File: src/design/sccb_pkg.sv
// ----------------------------------------------------------------------------
// sccb_pkg
// shared types and constants of the two-wire camera bus master
// ----------------------------------------------------------------------------
package sccb_pkg;

   localparam int PHASE_W    = 16;
   localparam int CMD_W      = 3;
   localparam int BYTE_W     = 8;
   localparam int WORD_W     = 16;
   localparam int CSR_ADDR_W = 3;
   localparam int CSR_DATA_W = 32;
   localparam int STEP_W     = 5;

   localparam logic [PHASE_W-1:0]    PHASE_CLOCKS_RESET = 16'd100;
   localparam logic [CSR_ADDR_W-1:0] ADDR_PHASE_CLOCKS  = 3'd0;

   // step numbers inside one run
   localparam logic [STEP_W-1:0] STEP_BITS_END  = 5'd24;
   localparam logic [STEP_W-1:0] STEP_IDLE_TAIL = 5'd24;
   localparam logic [STEP_W-1:0] STEP_RELEASE   = 5'd25;
   localparam logic [STEP_W-1:0] STEP_ACK_HIGH  = 5'd26;
   localparam logic [STEP_W-1:0] STEP_ACK_LOW   = 5'd27;
   localparam logic [STEP_W-1:0] STEP_READ_LAST = 5'd24;

   typedef enum logic [CMD_W-1:0] {
      CMD_START = 3'd0,
      CMD_STOP  = 3'd1,
      CMD_NOACK = 3'd2,
      CMD_WBYTE = 3'd3,
      CMD_READ  = 3'd4,
      CMD_WWORD = 3'd5
   } cmd_type;

   typedef enum logic [1:0] {
      ST_IDLE,
      ST_APPLY,
      ST_WAIT,
      ST_SEND
   } state_type;

endpackage

File: src/design/sccb_bus_master.sv
// ----------------------------------------------------------------------------
// sccb_bus_master
// two-wire camera bus master producing one beat per pin phase
// ----------------------------------------------------------------------------
// Each accepted command expands into a run of pin phases (start 4, stop 3,
// no-ack 4, write byte 28, read byte 25, write word 56 or 28 when the first
// byte is not acknowledged); one result beat per phase, tlast on the final
// one. A phase first sets the pins, then counts phase_clocks down in the phase
// timer (a value of 0 counts as 1), then its beat waits for rsp_tready. The
// input stays not ready until the run has been delivered; unknown command
// types are accepted and give no beats.
module sccb_bus_master (
   input  logic                               clock,
   input  logic                               reset,
   // command channel
   input  logic                               req_tvalid,
   output logic                               req_tready,
   input  logic [23:0]                        req_tdata,  // tx_data, line_samples
   input  logic [sccb_pkg::CMD_W-1:0]         req_tuser,  // req_type
   // phase channel
   output logic                               rsp_tvalid,
   input  logic                               rsp_tready,
   output logic [15:0]                        rsp_tdata,  // scl_level, sda_level,
                                                          // sda_drive, rx_byte, ack_ok
   output logic                               rsp_tlast,
   // register port
   input  logic                               csr_psel,
   input  logic                               csr_penable,
   input  logic                               csr_pwrite,
   input  logic [sccb_pkg::CSR_ADDR_W-1:0]    csr_paddr,
   input  logic [sccb_pkg::CSR_DATA_W-1:0]    csr_pwdata,
   output logic [sccb_pkg::CSR_DATA_W-1:0]    csr_prdata,
   output logic                               csr_pready
);
   import sccb_pkg::*;

   logic [PHASE_W-1:0] phase_clocks;

   state_type          state_ff, state_in;
   cmd_type            cmd_ff, cmd_in;
   logic [STEP_W-1:0]  step_ff, step_in;
   logic [1:0]         sub_ff, sub_in;
   logic               second_ff, second_in;
   logic [WORD_W-1:0]  shift_ff, shift_in;
   logic [BYTE_W-1:0]  smp_ff, smp_in;
   logic [BYTE_W-1:0]  rx_ff, rx_in;
   logic               ack_ff, ack_in;
   logic               scl_ff, scl_in;
   logic               sda_ff, sda_in;
   logic               drv_ff, drv_in;
   logic [PHASE_W-1:0] timer_ff, timer_in;
   logic               out_scl_ff, out_scl_in;
   logic               out_sda_ff, out_sda_in;
   logic               out_drv_ff, out_drv_in;
   logic               out_last_ff, out_last_in;
   logic [BYTE_W-1:0]  out_rx_ff, out_rx_in;
   logic               out_ack_ff, out_ack_in;

   logic               is_last;
   logic               is_write;
   logic               timer_done;
   logic               known_cmd;

   sccb_csr u_csr (
      .clock        (clock),
      .reset        (reset),
      .csr_psel     (csr_psel),
      .csr_penable  (csr_penable),
      .csr_pwrite   (csr_pwrite),
      .csr_paddr    (csr_paddr),
      .csr_pwdata   (csr_pwdata),
      .csr_prdata   (csr_prdata),
      .csr_pready   (csr_pready),
      .phase_clocks (phase_clocks)
   );

   assign is_write   = (cmd_ff == CMD_WBYTE) || (cmd_ff == CMD_WWORD);
   assign timer_done = (timer_ff <= PHASE_W'(1));
   assign known_cmd  = (req_tuser <= CMD_WWORD);

   always_comb begin
      case (cmd_ff)
         CMD_START: is_last = (step_ff == 5'd3);
         CMD_STOP:  is_last = (step_ff == 5'd2);
         CMD_NOACK: is_last = (step_ff == 5'd3);
         CMD_WBYTE: is_last = (step_ff == STEP_ACK_LOW);
         CMD_READ:  is_last = (step_ff == STEP_READ_LAST);
         CMD_WWORD: is_last = (step_ff == STEP_ACK_LOW) && (second_ff || !ack_ff);
         default:   is_last = 1'b1;
      endcase
   end

   // next state
   always_comb begin
      state_in = state_ff;
      case (state_ff)
         ST_IDLE: begin
            if (req_tvalid && known_cmd) begin
               state_in = ST_APPLY;
            end
         end
         ST_APPLY: state_in = ST_WAIT;
         ST_WAIT: begin
            if (timer_done) begin
               state_in = ST_SEND;
            end
         end
         ST_SEND: begin
            if (rsp_tready) begin
               state_in = is_last ? ST_IDLE : ST_APPLY;
            end
         end
         default: state_in = ST_IDLE;
      endcase
   end

   // handshake outputs
   always_comb begin
      req_tready = (state_ff == ST_IDLE);
      rsp_tvalid = (state_ff == ST_SEND);
   end

   // sequencer datapath
   always_comb begin
      cmd_in      = cmd_ff;
      step_in     = step_ff;
      sub_in      = sub_ff;
      second_in   = second_ff;
      shift_in    = shift_ff;
      smp_in      = smp_ff;
      rx_in       = rx_ff;
      ack_in      = ack_ff;
      scl_in      = scl_ff;
      sda_in      = sda_ff;
      drv_in      = drv_ff;
      timer_in    = timer_ff;
      out_scl_in  = out_scl_ff;
      out_sda_in  = out_sda_ff;
      out_drv_in  = out_drv_ff;
      out_last_in = out_last_ff;
      out_rx_in   = out_rx_ff;
      out_ack_in  = out_ack_ff;
      case (state_ff)
         ST_IDLE: begin
            cmd_in    = cmd_type'(req_tuser);
            step_in   = '0;
            sub_in    = '0;
            second_in = 1'b0;
            rx_in     = '0;
            ack_in    = 1'b0;
            smp_in    = req_tdata[23:16];
            if (req_tuser == CMD_WBYTE) begin
               shift_in = {req_tdata[7:0], 8'h00};
            end else begin
               shift_in = req_tdata[15:0];
            end
         end
         ST_APPLY: begin
            timer_in = (phase_clocks == '0) ? PHASE_W'(1) : phase_clocks;
            case (cmd_ff)
               CMD_START: begin
                  case (step_ff)
                     5'd0: begin
                        drv_in = 1'b1;
                        sda_in = 1'b1;
                     end
                     5'd1:    scl_in = 1'b1;
                     5'd2:    sda_in = 1'b0;
                     default: scl_in = 1'b0;
                  endcase
               end
               CMD_STOP: begin
                  case (step_ff)
                     5'd0:    sda_in = 1'b0;
                     5'd1:    scl_in = 1'b1;
                     default: sda_in = 1'b1;
                  endcase
               end
               CMD_NOACK: begin
                  case (step_ff)
                     5'd0:    sda_in = 1'b1;
                     5'd1:    scl_in = 1'b1;
                     5'd2:    scl_in = 1'b0;
                     default: sda_in = 1'b0;
                  endcase
               end
               CMD_READ: begin
                  if (step_ff == '0) begin
                     drv_in = 1'b0;
                  end else if (sub_ff == 2'd1) begin
                     scl_in = 1'b1;
                  end else if (sub_ff == 2'd2) begin
                     rx_in  = {rx_ff[BYTE_W-2:0], smp_ff[0]};
                     smp_in = {1'b0, smp_ff[BYTE_W-1:1]};
                     scl_in = 1'b0;
                  end
               end
               default: begin
                  // write byte and write word share the octet sequence
                  if (step_ff < STEP_BITS_END) begin
                     case (sub_ff)
                        2'd0: begin
                           sda_in   = shift_ff[WORD_W-1];
                           shift_in = {shift_ff[WORD_W-2:0], 1'b0};
                        end
                        2'd1:    scl_in = 1'b1;
                        default: scl_in = 1'b0;
                     endcase
                  end else begin
                     case (step_ff)
                        STEP_IDLE_TAIL: ;
                        STEP_RELEASE:   drv_in = 1'b0;
                        STEP_ACK_HIGH:  scl_in = 1'b1;
                        default: begin
                           ack_in = ~smp_ff[0];
                           smp_in = {1'b0, smp_ff[BYTE_W-1:1]};
                           scl_in = 1'b0;
                        end
                     endcase
                  end
               end
            endcase
         end
         ST_WAIT: begin
            timer_in = timer_ff - PHASE_W'(1);
            if (timer_done) begin
               out_scl_in  = scl_ff;
               out_sda_in  = sda_ff;
               out_drv_in  = drv_ff;
               out_last_in = is_last;
               out_rx_in   = ((cmd_ff == CMD_READ) && is_last) ? rx_ff : '0;
               out_ack_in  = is_write && is_last && ack_ff;
            end
         end
         ST_SEND: begin
            if (rsp_tready) begin
               if (is_last) begin
                  if (is_write || (cmd_ff == CMD_READ)) begin
                     drv_in = 1'b1;
                  end
               end else if (is_write && (step_ff == STEP_ACK_LOW)) begin
                  // second byte of a word write
                  drv_in    = 1'b1;
                  step_in   = '0;
                  sub_in    = '0;
                  second_in = 1'b1;
               end else begin
                  step_in = step_ff + STEP_W'(1);
                  if (!((cmd_ff == CMD_READ) && (step_ff == '0))) begin
                     sub_in = (sub_ff == 2'd2) ? 2'd0 : sub_ff + 2'd1;
                  end
               end
            end
         end
         default: ;
      endcase
   end

   always_ff @(posedge clock) begin
      if (reset) begin
         state_ff <= ST_IDLE;
         scl_ff   <= 1'b1;
         sda_ff   <= 1'b1;
         drv_ff   <= 1'b0;
      end else begin
         state_ff <= state_in;
         scl_ff   <= scl_in;
         sda_ff   <= sda_in;
         drv_ff   <= drv_in;
      end
   end

   always_ff @(posedge clock) begin
      cmd_ff      <= cmd_in;
      step_ff     <= step_in;
      sub_ff      <= sub_in;
      second_ff   <= second_in;
      shift_ff    <= shift_in;
      smp_ff      <= smp_in;
      rx_ff       <= rx_in;
      ack_ff      <= ack_in;
      timer_ff    <= timer_in;
      out_scl_ff  <= out_scl_in;
      out_sda_ff  <= out_sda_in;
      out_drv_ff  <= out_drv_in;
      out_last_ff <= out_last_in;
      out_rx_ff   <= out_rx_in;
      out_ack_ff  <= out_ack_in;
   end

   assign rsp_tdata = {4'b0000, out_ack_ff, out_rx_ff, out_drv_ff, out_sda_ff, out_scl_ff};
   assign rsp_tlast = out_last_ff;

`ifndef SYNTHESIS
   // a finished run frees the command side
   assert property (@(posedge clock) disable iff (reset)
      rsp_tvalid && rsp_tready && rsp_tlast |=> req_tready)
      else $error("command side not free after last beat");

   // a known command blocks further commands while it runs
   assert property (@(posedge clock) disable iff (reset)
      req_tvalid && req_tready && (req_tuser <= CMD_WWORD) |=> !req_tready)
      else $error("command taken while a run is busy");

   // read byte only on the closing beat
   assert property (@(posedge clock) disable iff (reset)
      rsp_tvalid && !rsp_tlast |-> (rsp_tdata[10:3] == 8'h00) && !rsp_tdata[11])
      else $error("read byte or ack flag outside the last beat");
`endif

endmodule

File: src/design/sccb_csr.sv
// ----------------------------------------------------------------------------
// sccb_csr
// register file of the camera bus master: phase hold time
// ----------------------------------------------------------------------------
module sccb_csr (
   input  logic                               clock,
   input  logic                               reset,
   input  logic                               csr_psel,
   input  logic                               csr_penable,
   input  logic                               csr_pwrite,
   input  logic [sccb_pkg::CSR_ADDR_W-1:0]    csr_paddr,
   input  logic [sccb_pkg::CSR_DATA_W-1:0]    csr_pwdata,
   output logic [sccb_pkg::CSR_DATA_W-1:0]    csr_prdata,
   output logic                               csr_pready,
   output logic [sccb_pkg::PHASE_W-1:0]       phase_clocks
);
   import sccb_pkg::*;

   logic [PHASE_W-1:0] phase_clocks_ff;
   logic [PHASE_W-1:0] phase_clocks_in;
   logic               wr_en;

   assign csr_pready = 1'b1;
   assign wr_en = csr_psel && csr_penable && csr_pwrite && csr_pready &&
                  (csr_paddr == ADDR_PHASE_CLOCKS);

   always_comb begin
      phase_clocks_in = phase_clocks_ff;
      if (wr_en) begin
         phase_clocks_in = csr_pwdata[PHASE_W-1:0];
      end
   end

   always_ff @(posedge clock) begin
      if (reset) begin
         phase_clocks_ff <= PHASE_CLOCKS_RESET;
      end else begin
         phase_clocks_ff <= phase_clocks_in;
      end
   end

   always_comb begin
      csr_prdata = '0;
      if (csr_paddr == ADDR_PHASE_CLOCKS) begin
         csr_prdata = {{(CSR_DATA_W-PHASE_W){1'b0}}, phase_clocks_ff};
      end
   end

   assign phase_clocks = phase_clocks_ff;

endmodule

File: config.mk
export PLATFORM = sky130hd
export DESIGN_NAME = sccb_bus_master
export DESIGN_NICKNAME = d
export VERILOG_FILES = /design/src/design/sccb_pkg.sv /design/src/design/sccb_bus_master.sv /design/src/design/sccb_csr.sv
export SDC_FILE = /design/constraint.sdc
export NUM_CORES = 1
export LEC_CHECK = 0
export ABC_CLOCK_PERIOD_IN_PS = 4000
export BUFFER_PORTS_ARGS = -buffer_cell sky130_fd_sc_hd__buf_2
export CAP_MARGIN = 40
export CORE_MARGIN = 5
export CORE_UTILIZATION = 35
export CTS_BUF_LIST = sky130_fd_sc_hd__clkbuf_8 sky130_fd_sc_hd__clkbuf_16
export DETAILED_ROUTE_END_ITERATION = 10
export GPL_TIMING_DRIVEN = 0
export SLEW_MARGIN = 20
export SYNTH_ARGS = -nofsm -noshare
export SYNTH_HDL_FRONTEND = slang
export SYNTH_SLANG_ARGS = --single-unit
File: constraint.sdc
create_clock -name clock -period 4 [get_ports clock]
set_input_delay 0.2 -clock clock [delete_from_list [all_inputs] [get_ports clock]]
set_output_delay 0.2 -clock clock [all_outputs]
set_load 0.02 [all_outputs]
* Word level (Yosys, flattened, before mapping)
Cells that the tools add are included.
Cells by class: order comparisons 3, muxes and demuxes 69, reductions and logical operators 46, eq/ne operators 56, bitwise logic cells 2, add/subtract/negate cells 3
Operators with widths (count):
- 16-bit 2-to-1 mux | 6
- 8-bit 2-to-1 mux | 9
- 16-bit case mux with 2 select lines | 2
- 8-bit case mux with 2 select lines | 3
- 2-bit inequality test (second input constant) | 16
- 3-bit inequality test (second input constant) | 10
- 1-bit 2-to-1 mux | 21
- 5-bit == test (second input constant) | 4
- 1-bit case mux with 2 select lines | 10
- 16-bit by 1-bit <= comparator with 1-bit output (second input constant) | 1
- 16-bit logical NOT | 1
- 2-bit 2-to-1 mux | 8
- 4-bit AND reduction | 4
- 16-bit by 1-bit subtractor with 16-bit output (second input constant) | 1
- 5-bit 2-to-1 mux | 3
- 7-bit AND reduction | 2
- 5-bit by 2-bit == test with 1-bit output (second input constant) | 2
- 1-bit logical AND | 10
- 2-bit by 1-bit inequality test with 1-bit output (second input constant) | 5
- 5-bit case mux with 2 select lines | 1
- 2-bit OR reduction | 5
- 3-bit by 2-bit == test with 1-bit output (second input constant) | 3
- 9-bit AND reduction | 1
- 4-bit inequality test (second input constant) | 2
- other kinds (32) | 49
Storage, ports and cells: logic and storage cells 199, output and inout bits 52, input port bits 69, register bits after elaboration 94

* Depth between registers and ports, before layout
Gate-level depths: netlist (run 1).
word-level depth 7, mapped depth 7, mapped depth without buffers 7

* Hierarchy
From an unflattened synthesis (run 1), not the netlist that was laid out.
Unflattened totals: cell total of the unflattened synthesis 502, area total of the unflattened synthesis 5265.0 sq um
Modules (own cells, without submodules):
- sccb_bus_master | seq. area each 2292.2 sq um, times used 1, cells an instance 395, area an instance 4280.4 sq um
- sccb_csr | seq. area each 320.3 sq um, times used 1, cells an instance 107, area an instance 984.7 sq um

* Worst setup path after synthesis (run 1)
No wires, ideal clock.
kind reg-to-reg, from register state_ff[1], to register shift_ff[0] (enable), path buffers 2, setup time 0.411 ns, data arrival time 2.447 ns, required time 3.589 ns, stages on the path, launching flop included 7, slack 1.142 ns, period minus slack after synthesis 2.858 ns, cell sequence dfxtp_1 > inv_1 > ha_1 > clkbuf_1 > buf_1 > nand2_1 > o21ai_0
On the way: cells in the longest elaborated chain, start to end 3, elaborated cells on any way between the ends 7, those cells by class eq/ne: 4; reduce/logical: 3
Ends and longest elaborated chain:
- start, declared | RTL line sccb_bus_master.sv:39 | state_type state_ff, state_in;
- start signal, assigned | RTL line sccb_bus_master.sv:266 | state_ff <= state_in;
- 2-bit by 1-bit == test with 1-bit output or 2-bit logical NOT (tied branches) | RTL line sccb_bus_master.sv:143 | case (state_ff)
- 2-bit by 1-bit inequality test with 1-bit output (no source line), or another cell as far along
- 4-bit AND reduction (no source line) *
- end signal, assigned | RTL line sccb_bus_master.sv:278 | shift_ff <= shift_in;
- end, declared | RTL line sccb_bus_master.sv:44 | logic [WORD_W-1:0] shift_ff, shift_in;
Mark *: on every way between the ends. The rest lies on a longest branch, timed or not. A chain may end at the register's enable or synchronous reset.

* Final worst setup path (run 1)
from register state_ff[1], to register smp_ff[7] (enable)
On the way: cells in the longest elaborated chain, start to end 3, elaborated cells on any way between the ends 10, those cells by class eq/ne: 7; reduce/logical: 3
Ends and longest elaborated chain:
- 2-bit by 1-bit == test with 1-bit output or 2-bit logical NOT (tied branches) | RTL line sccb_bus_master.sv:143
- 3-bit inequality test (no source line), or another cell as far along
- 7-bit AND reduction (no source line) *
- end signal, assigned | RTL line sccb_bus_master.sv:279 | smp_ff <= smp_in;
- end, declared | RTL line sccb_bus_master.sv:45 | logic [BYTE_W-1:0] smp_ff, smp_in;
Marks and branches as above.

==> flow_summary.yaml, run 1 <==
place:
  place.gp.congestion: 0.922
  dpl_worst_slack_ns: 1.15
  dp.final_hpwl_mm: 8.94
  dpl-instance-area_mm2: 0.00583
  io_buffers: 82
logic_synthesis:
  ys.warnings.count: 0
  yosys.area_share.adder: 0.0319
  synth_seq_cells: 94
  synth_top_cell_by_area: "edfxtp_1"
  seq_area_frac_synth: 0.513
  synth_top_family_by_area: "simple AND/OR/NAND/NOR gates"
  synth_flop_cell: "edfxtp_1"
  synth_mux_area_frac: 0.0332
  syn_avg_cell_area_um2: 10.1
  synth_compound_area_frac: 0.114
  postSynth.asyncResetShare: 0
  netlist_instances: 505
  synth_top_area_share: 0.431
  yosysUniqueCellTypes: 62
  yosys.area_share.simple: 0.209
  synth_xor_area_frac: 0.0275
  synth_edf_count: 73
  synth_area_mm2: 0.00509
  yosys-top-cells-area: "edfxtp_1 43%, dfxtp_1 8.3%, nand2_1 4.9%"
timing:
  skew_ns: 0.00907
  fin_ws_ns: 1.21
  worst_pin_slew_ns: 0.815
  rsz0062_at_grt: "no"
  final.setup.tns_ns: 0
  max_freq_mhz: 358
  finalSetupViolCount: 0
  maxSlewViolCount: 0
  period_needed_ns: 2.79
  period_share: 0.697
  slew_headroom: 0.457
  hold_violations: 0
worst_setup_path:
  regToRegStartpoint: "state_ff[1]"
  r2r_slack_ns: 1.21
  cp-end-kind: "flip-flop"
  path_max_fanout: 10
  critPathKind: "reg -> reg"
  cp-start-kind: "flip-flop"
  cp.arrival_ns: 2.77
  r2r-end: "smp_ff[7]"
  rr_worst_depth: 6
  cp.required_ns: 3.98
cells_and_area:
  final_common_cell: "buf_2"
  drive_above_1_share: 0.232
  layout-area-overhead-vs-synth_pct: 20.4
  finalNetCount: 701
  n_antenna_cell: 0
  final_area_mm2: 0.00613
  final_cell_mix: "85 x buf_2, 73 x edfxtp_1, 67 x nand2_1, 38 x nor2_1, 36 x a21oi_1"
routing:
  antenna_left: 0
  drt_iter0_markers: 227
  post_drt_wl_per_cell_um: 14.4
  vias_per_cell: 4.85
  drc_errors: 0
  first_pass_iters: 4
  num_vias: 3921
  wl_mm: 11.6
power_and_ir_drop:
  vdd_drop_max_uv: 234
  leakage_nw: 2.43
  power_density_mw_per_mm2: 623
  report.power.total_mw: 3.82
global_routing:
  grt_pass1_wl_mm: 19.3
  grt_max_degree: 18
  antenna_found_initial: 0
  overflow: 0
  grtUsageTotal: 0.142
  grt_pass1_vias: 3990
run_status:
  outcome: "completed"
floorplan:
  io_pins: 121
  num_rows: 44
  fp.dieArea_mm2: 0.0171
  core_mm2: 0.0144
  die_h_um: 131
  initial_utilization: 0.353
  die_x_um: 131
clock_tree:
  h-tree-depth: 3
  cts-root-buf: "clkbuf_16"
  holdBufCountCts: 0
  cts_resized: 0
  cts_tree: "built"
  post_cts_buffers: 0
  cts.sinks: 94
  clock_latency_ns: 0.35
  clk_pin_slew_ns: 0.07
  clock_path_buffers: 2
  cts_buffers: 9
run:
  maxCapViolations: 0
hold_path:
  hold_path.startpoint: "req_tuser[0]"
  hold_end: "cmd_ff[0]"
  min_path_cells: 1
  hold_class: "in -> reg"
[critical path, cell delays in order, from the launching register on]
cell	delay [ns]
dfxtp_1	0.34
inv_1	0.10
ha_1	0.22
clkbuf_1	0.36
buf_1	0.43
o311ai_0	0.25
a21oi_1	0.71
[sequential cells by signal, indices dropped and copies added (netlist names), 2 cells and up]
signal	cells
step_ff	5
cmd_ff	3
smp_ff	8
state_ff	2
sub_ff	2
timer_ff	16
u_csr.phase_clocks	16
shift_ff	16
rx_ff	8
out_rx_ff	8
[power by group]
group | switching, mW | leakage (nW) | total, mW | internal, mW
Clock | 0.374 | 0.139 | 0.860 | 0.485
Sequential | 0.179 | 0.875 | 1.70 | 1.52
Combinational | 0.814 | 1.42 | 1.26 | 0.443
Total | 1.37 | 2.43 | 3.82 | 2.45
[Yosys cell counts (all sizes together), types with 2 or more instances]
library cell and n:
or4 4, and3 4, a21oi 36, o311ai 2, and3b 2, xor2 5
mux2 7, nor3 9, or3 3, a32o 2, buf 31, nand3b 6
a211oi 2, o21a 3, nand2 67, clkbuf 22, nor4b 4, dfxtp 21
nor3b 2, conb 2, a221oi 3, edfxtp 73, a31oi 3, o31ai 2
a21boi 2, ha 13, a21o 2, o21ai 25, nand2b 4, nor2b 6
nand3 7, a32oi 2, mux2i 9, nor4 7, and2 33, nor2 38
inv 14, o22ai 2, xnor2 11
[how the worst max path moves through the flow]
stage | start | to | slack, ns
2_1_floorplan | state_ff[1] | shift_ff[0] | 1.14
3_3_place_gp | state_ff[1] | shift_ff[11] | 0.28
3_5_place_dp | state_ff[1] | smp_ff[5] | 1.15
4_1_cts | state_ff[1] | smp_ff[5] | 1.15
5_1_grt | state_ff[1] | smp_ff[5] | 0.98
6_report | state_ff[1] | smp_ff[7] | 1.21
[cell type report]
cell class | instances | area, um2
Buffer | 53 | 300
Multi-Input combinational cell | 363 | 2210
Tap cell | 184 | 230
Timing Repair Buffer | 84 | 429
Inverter | 14 | 52.6
Fill cell | 1427 | 8290
Clock inverter | 7 | 73.8
Clock buffer | 9 | 225
Sequential cell | 94 | 2610
[stage by stage]
step,std cells,util,hold slack [ns]
after floorplan,524,-,0.299
after global placement,790,0.402,0.396
after detailed placement,792,0.404,0.396
after CTS,808,0.425,0.0329
after global routing,808,0.425,0.0483
final,808,0.425,0.0465
[kinds of logic (layout without fill, tap and decap cells)]
family                     after synthesis  count (layout)
and+or+nand+nor                        202             202
buffers and inverters                   67             167
adders and majority gates               13              13
other                                    2              21
xor gates and xnor gates                16              16
muxes                                   16              16
AOI/OAI and AO/OA                       95              95
DFF                                     94              94
[metal layers]
metal,share of wire,vias to the layer above,GRT usage
met4,0.015,0,0.0448
li1,-,1980,-
met1,0.47,1832,0.191
met2,0.47,96,0.227
met5,0,-,0
met3,0.052,13,0.0341
Note: power is estimated with default switching activity, not from simulation.
==> run 2: changes to the inputs <==
--- a/config.mk
+++ b/config.mk
@@ -5,7 +5,8 @@
 export SDC_FILE = /design/constraint.sdc
 export NUM_CORES = 1
 export LEC_CHECK = 0
-export ABC_CLOCK_PERIOD_IN_PS = 4000
+export ABC_AREA = 1
+export ABC_CLOCK_PERIOD_IN_PS = 2600
 export BUFFER_PORTS_ARGS = -buffer_cell sky130_fd_sc_hd__buf_2
 export CAP_MARGIN = 40
 export CORE_MARGIN = 5
==> constraint.sdc (replaced) <==
create_clock -name clock -period 2.6 [get_ports clock]
set_input_delay 0.13 -clock clock [delete_from_list [all_inputs] [get_ports clock]]
set_output_delay 0.13 -clock clock [all_outputs]
set_load 0.02 [all_outputs]
==> flow_summary.yaml, run 2 <==
clock_tree:
  cts-root-buf: "clkbuf_16"
  holdBufCountCts: 4
  clock_latency_ns: 0.34
  h-tree-depth: 3
  cts_resized: 0
  clk_pin_slew_ns: 0.06
  cts_buffers: 9
  post_cts_buffers: 0
  cts_tree: "built"
  clock_path_buffers: 2
  cts.sinks: 94
floorplan:
  die_x_um: 132
  initial_utilization: 0.356
  num_rows: 44
  io_pins: 121
  die_h_um: 132
  core_mm2: 0.0145
  fp.dieArea_mm2: 0.0173
cells_and_area:
  drive_above_1_share: 0.223
  layout-area-overhead-vs-synth_pct: 20.7
  final_cells: 910
  final_common_cell: "nand2_1"
  n_antenna_cell: 0
  finalNetCount: 803
  fin_util: 0.430
  final_cell_mix: "117 x nand2_1, 92 x nor2_1, 83 x buf_2, 73 x inv_1, 73 x edfxtp_1"
global_routing:
  grt_pass1_vias: 4200
  grt_pass1_wl_mm: 20.3
  grtUsageTotal: 0.140
  antenna_found_initial: 0
  overflow: 0
  grt_max_degree: 18
routing:
  post_drt_wl_per_cell_um: 13.4
  drt_iter0_markers: 271
  wl_met3_um: 544
  vias_per_cell: 4.67
  wl_met2_mm: 5.44
  wl_mm: 12.2
  num_vias: 4248
  drc_errors: 0
  first_pass_iters: 5
  met1_length_mm: 6.00
  routed.top_layer: "met4"
  antenna_left: 0
logic_synthesis:
  synth_top_area_share: 0.423
  synth_top_cell_by_area: "edfxtp_1"
  yosys-top-cells-area: "edfxtp_1 42%, nand2_1 8.5%, dfxtp_1 8.1%"
  synth_area_mm2: 0.00518
  netlist_instances: 602
  ys.warnings.count: 0
  synthMostInstantiatedCell: "nand2_1"
  postSynth.asyncResetShare: 0
  seq_area_frac_synth: 0.504
  synth_common_cells: "117 x nand2_1, 92 x nor2_1, 73 x edfxtp_1, 73 x inv_1, 32 x o21ai_0"
  synth_edf_count: 73
  synth_flop_cell: "edfxtp_1"
  yosysUniqueCellTypes: 46
  syn_avg_cell_area_um2: 8.60
  synth_seq_cells: 94
timing:
  skew_ns: 0.00571
  final.setup.tns_ns: 0
  period_needed_ns: 2.34
  maxSlewViolCount: 0
  period_share: 0.900
  hold_violations: 0
  worst_pin_slew_ns: 0.731
  finalSetupViolCount: 0
  whs_ns: 0.0231
  slew_headroom: 0.513
  max_freq_mhz: 427
  rsz0062_at_grt: "no"
power_and_ir_drop:
  vdd_drop_max_uv: 476
  leakage_nw: 2.78
  power_density_mw_per_mm2: 997
place:
  dp_cells: 889
  io_buffers: 83
  dp.final_hpwl_mm: 9.62
  place.gp.congestion: 0.891
worst_setup_path:
  cp.required_ns: 2.57
  critPathKind: "reg -> reg"
  cp-start-kind: "flip-flop"
  cp.arrival_ns: 2.31
  cp-end-kind: "flip-flop"
  path_max_fanout: 10
run:
  maxCapViolations: 0
run_status:
  outcome: "completed"
hold_path:
  hold_class: "in -> reg"
[run 2: area by class of cell]
| type | instances | area, um2 |
|---|---|---|
| clock buffers | 9 | 225 |
| multi-input cells | 410 | 2080 |
| clock inverters | 7 | 65.1 |
| plain buffers | 40 | 270 |
| flip-flops and latches | 94 | 2610 |
| well taps | 184 | 230 |
| repair buffers | 89 | 474 |
| fillers | 1462 | 8280 |
| inverters | 77 | 293 |
[run 2: worst max-delay path, stage by stage (launching register included)]
cell and delay (ns):
dfxtp_1 0.34, inv_1 0.10, ha_1 0.24, clkbuf_1 0.37
nor2_1 0.10, inv_1 0.09, o21ai_0 0.10, a211oi_2 0.62
[run 2: layer usage]
layer	global-route usage	vias up
met2	0.213	105
met3	0.0313	10
li1	-	2168
met4	0.0480	0
met1	0.197	1965
met5	0	-
[run 2: final timing paths]
path | start | endpoint | slack, ns | depth (start not counted)
min | csr_pwdata[5] | u_csr.phase_clocks[5] | 0.02 | 3
max reg2reg | state_ff[1] | smp_ff[7] | 0.26 | 7
max | state_ff[1] | smp_ff[7] | 0.26 | 7
min reg2reg | scl_ff | out_scl_ff | 0.45 | 0
[run 2: cell families after synthesis]
logic type / Yosys count / share of synthesized area
xor gates and xnor gates: 12 / 0.0203
AOI/OAI and AO/OA: 89 / 0.0986
adders and majority gates: 13 / 0.0314
buffers and inverters: 117 / 0.109
other: 2 / 0.00145
DFF: 94 / 0.504
and+or+nand+nor: 275 / 0.235
[run 2: per-stage QoR]
stage / power (mW) / instance area [um2] / setup WS (ns)
global placement: 4.85 / 5900 / -0.262
global route: 6.70 / 6250 / 0.0152
floorplan: 4.28 / 5250 / 0.257
finish: 6.23 / 6250 / 0.261
detailed placement: 4.93 / 5910 / 0.125
CTS: 6.24 / 6240 / 0.115
[run 2: power breakdown]
group | internal, mW | total, mW | switching [mW]
clock network | 0.737 | 1.29 | 0.555
logic | 0.689 | 2.19 | 1.51
registers | 2.42 | 2.75 | 0.324
total | 3.85 | 6.23 | 2.39
==> run 3: changes to the inputs <==
--- a/config.mk
+++ b/config.mk
@@ -6,7 +6,7 @@
 export NUM_CORES = 1
 export LEC_CHECK = 0
 export ABC_AREA = 1
-export ABC_CLOCK_PERIOD_IN_PS = 2600
+export ABC_CLOCK_PERIOD_IN_PS = 2200
 export BUFFER_PORTS_ARGS = -buffer_cell sky130_fd_sc_hd__buf_2
 export CAP_MARGIN = 40
 export CORE_MARGIN = 5
==> constraint.sdc (replaced) <==
create_clock -name clock -period 2.2 [get_ports clock]
set_input_delay 0.11 -clock clock [delete_from_list [all_inputs] [get_ports clock]]
set_output_delay 0.11 -clock clock [all_outputs]
set_load 0.02 [all_outputs]
==> flow_summary.yaml, run 3 (synthesis gave the netlist of run 2 again) <==
power_and_ir_drop:
  power_frac_seq: 0.425
  p_sw_mw: 2.87
  p_int_mw: 4.75
  leakage_nw: 2.84
  power_density_mw_per_mm2: 1200
  power.share.clock: 0.208
  report.power.total_mw: 7.61
  power_frac_comb: 0.367
  vdd_drop_max_uv: 636
  p_sw_frac: 0.376
global_routing:
  grt_max_degree: 18
  antenna_found_initial: 0
  overflow: 0
  grt_pass1_vias: 4154
  grt_pass1_wl_mm: 20.2
  grtUsageTotal: 0.141
clock_tree:
  clk_pin_slew_ns: 0.06
  h-tree-depth: 3
  cts_tree: "built"
  cts-root-buf: "clkbuf_16"
  clock_path_buffers: 2
  cts_buffers: 9
  clock_latency_ns: 0.35
  cts.sinks: 94
timing:
  max_freq_mhz: 480
  skew_ns: 0.00670
  rsz0062_at_grt: "no"
  fin_ws_ns: 0.118
  period_share: 0.946
  worst_pin_slew_ns: 0.691
  hold_violations: 0
  maxSlewViolCount: 0
  finalSetupViolCount: 0
  slew_headroom: 0.539
  period_needed_ns: 2.08
worst_setup_path:
  cp.arrival_ns: 2.15
  cp-start-kind: "flip-flop"
  regToRegStartpoint: "step_ff[0]"
  cp-endpoint: "smp_ff[7]"
  cp-startpoint: "step_ff[0]"
  cp-end-kind: "flip-flop"
  cp.required_ns: 2.27
  r2r-end: "smp_ff[7]"
  critPathKind: "reg -> reg"
  r2r_slack_ns: 0.12
  rr_worst_depth: 10
  path_max_fanout: 8
place:
  dpl_worst_slack_ns: -0.277
  dp.final_hpwl_mm: 9.54
  place.gp.congestion: 0.894
  io_buffers: 83
  dp_cells: 889
cells_and_area:
  n_antenna_cell: 0
  final_cells: 913
  layout-area-overhead-vs-synth_pct: 22.9
  finalNetCount: 806
  fillers: 1491
  final_common_cell: "nand2_1"
  final_cell_mix: "117 x nand2_1, 88 x nor2_1, 83 x buf_2, 73 x inv_1, 73 x edfxtp_1"
  drive_above_1_share: 0.233
routing:
  vias_per_cell: 4.66
  num_vias: 4252
  wl_met3_um: 511
  drt_iter0_markers: 319
  drc_errors: 0
  first_pass_iters: 5
  met1_length_mm: 6.00
  wl_met2_mm: 5.38
  post_drt_wl_per_cell_um: 13.3
  wl_mm: 12.1
  antenna_left: 0
  routed.top_layer: "met4"
floorplan:
  core_mm2: 0.0145
  die_h_um: 132
  die_x_um: 132
  initial_utilization: 0.356
  io_pins: 121
  num_rows: 44
  fp.dieArea_mm2: 0.0173
run_status:
  outcome: "completed"
run:
  maxCapViolations: 0
hold_path:
  hold_class: "in -> reg"
[run 3: worst min path at each step]
| stage | startpoint | to | cells after the start |
|---|---|---|---|
| floorplan | reset | state_ff[0] | 1 |
| global placement | req_tuser[0] | cmd_ff[0] | 1 |
| detailed placement | req_tuser[0] | cmd_ff[0] | 1 |
| CTS | reset | state_ff[0] | 2 |
| global route | reset | state_ff[0] | 2 |
| finish | reset | state_ff[0] | 2 |
[run 3: power by group through the flow]
| stage | logic (mW) | registers (mW) | clock network, mW |
|---|---|---|---|
| after floorplan | 1.92 | 3.16 | 0 |
| after global placement | 2.48 | 3.25 | 0 |
| after detailed placement | 2.53 | 3.29 | 0 |
| after CTS | 2.61 | 3.25 | 1.63 |
| after global routing | 3.17 | 3.32 | 1.72 |
| final | 2.80 | 3.24 | 1.58 |
[run 3: metal layers]
metal	vias to the layer above	global-route usage
met2	104	0.214
met1	1956	0.198
met4	0	0.0531
met3	13	0.0291
li1	2179	-
met5	-	0
[run 3: area by class of cell]
cell class	instances	area, um2	area share
inverter	77	293	0.0460
clock inverter	4	23.8	0.00374
buffer	40	272	0.0427
tap	184	230	0.0362
sequential	94	2610	0.411
multi-input combinational	410	2120	0.333
clock buffer	12	289	0.0454
timing repair buffer	92	523	0.0822
[run 3: stage by stage]
step                      hold slack [ns]  cell area, um2  utilization  setup TNS (ns)
final                              0.0191            6360        0.438               0
after floorplan                     0.179            5260            -               0
after CTS                         0.00620            6300        0.434               0
after global placement              0.305            5910        0.406           -5.52
after global routing               0.0247            6360        0.438               0
after detailed placement            0.309            5910        0.407           -6.05
[run 3: worst max-delay path, cell delays in order, from the launching register on]
cell and delay [ns]:
edfxtp_1 0.42, inv_1 0.10, ha_1 0.20, inv_1 0.07, nor2_2 0.06, o21ai_0 0.25
nand3_1 0.12, nand2_1 0.10, nor2_1 0.07, a211oi_4 0.26, buf_12 0.16
[run 3: timing repair]
action,in CTS,in global routing
setup buffers,0,2
hold buffers,6,0
resized for setup,4,5
endpoints found under the setup margin,37,39
pin swaps,0,1
endpoints found under the hold margin,6,0
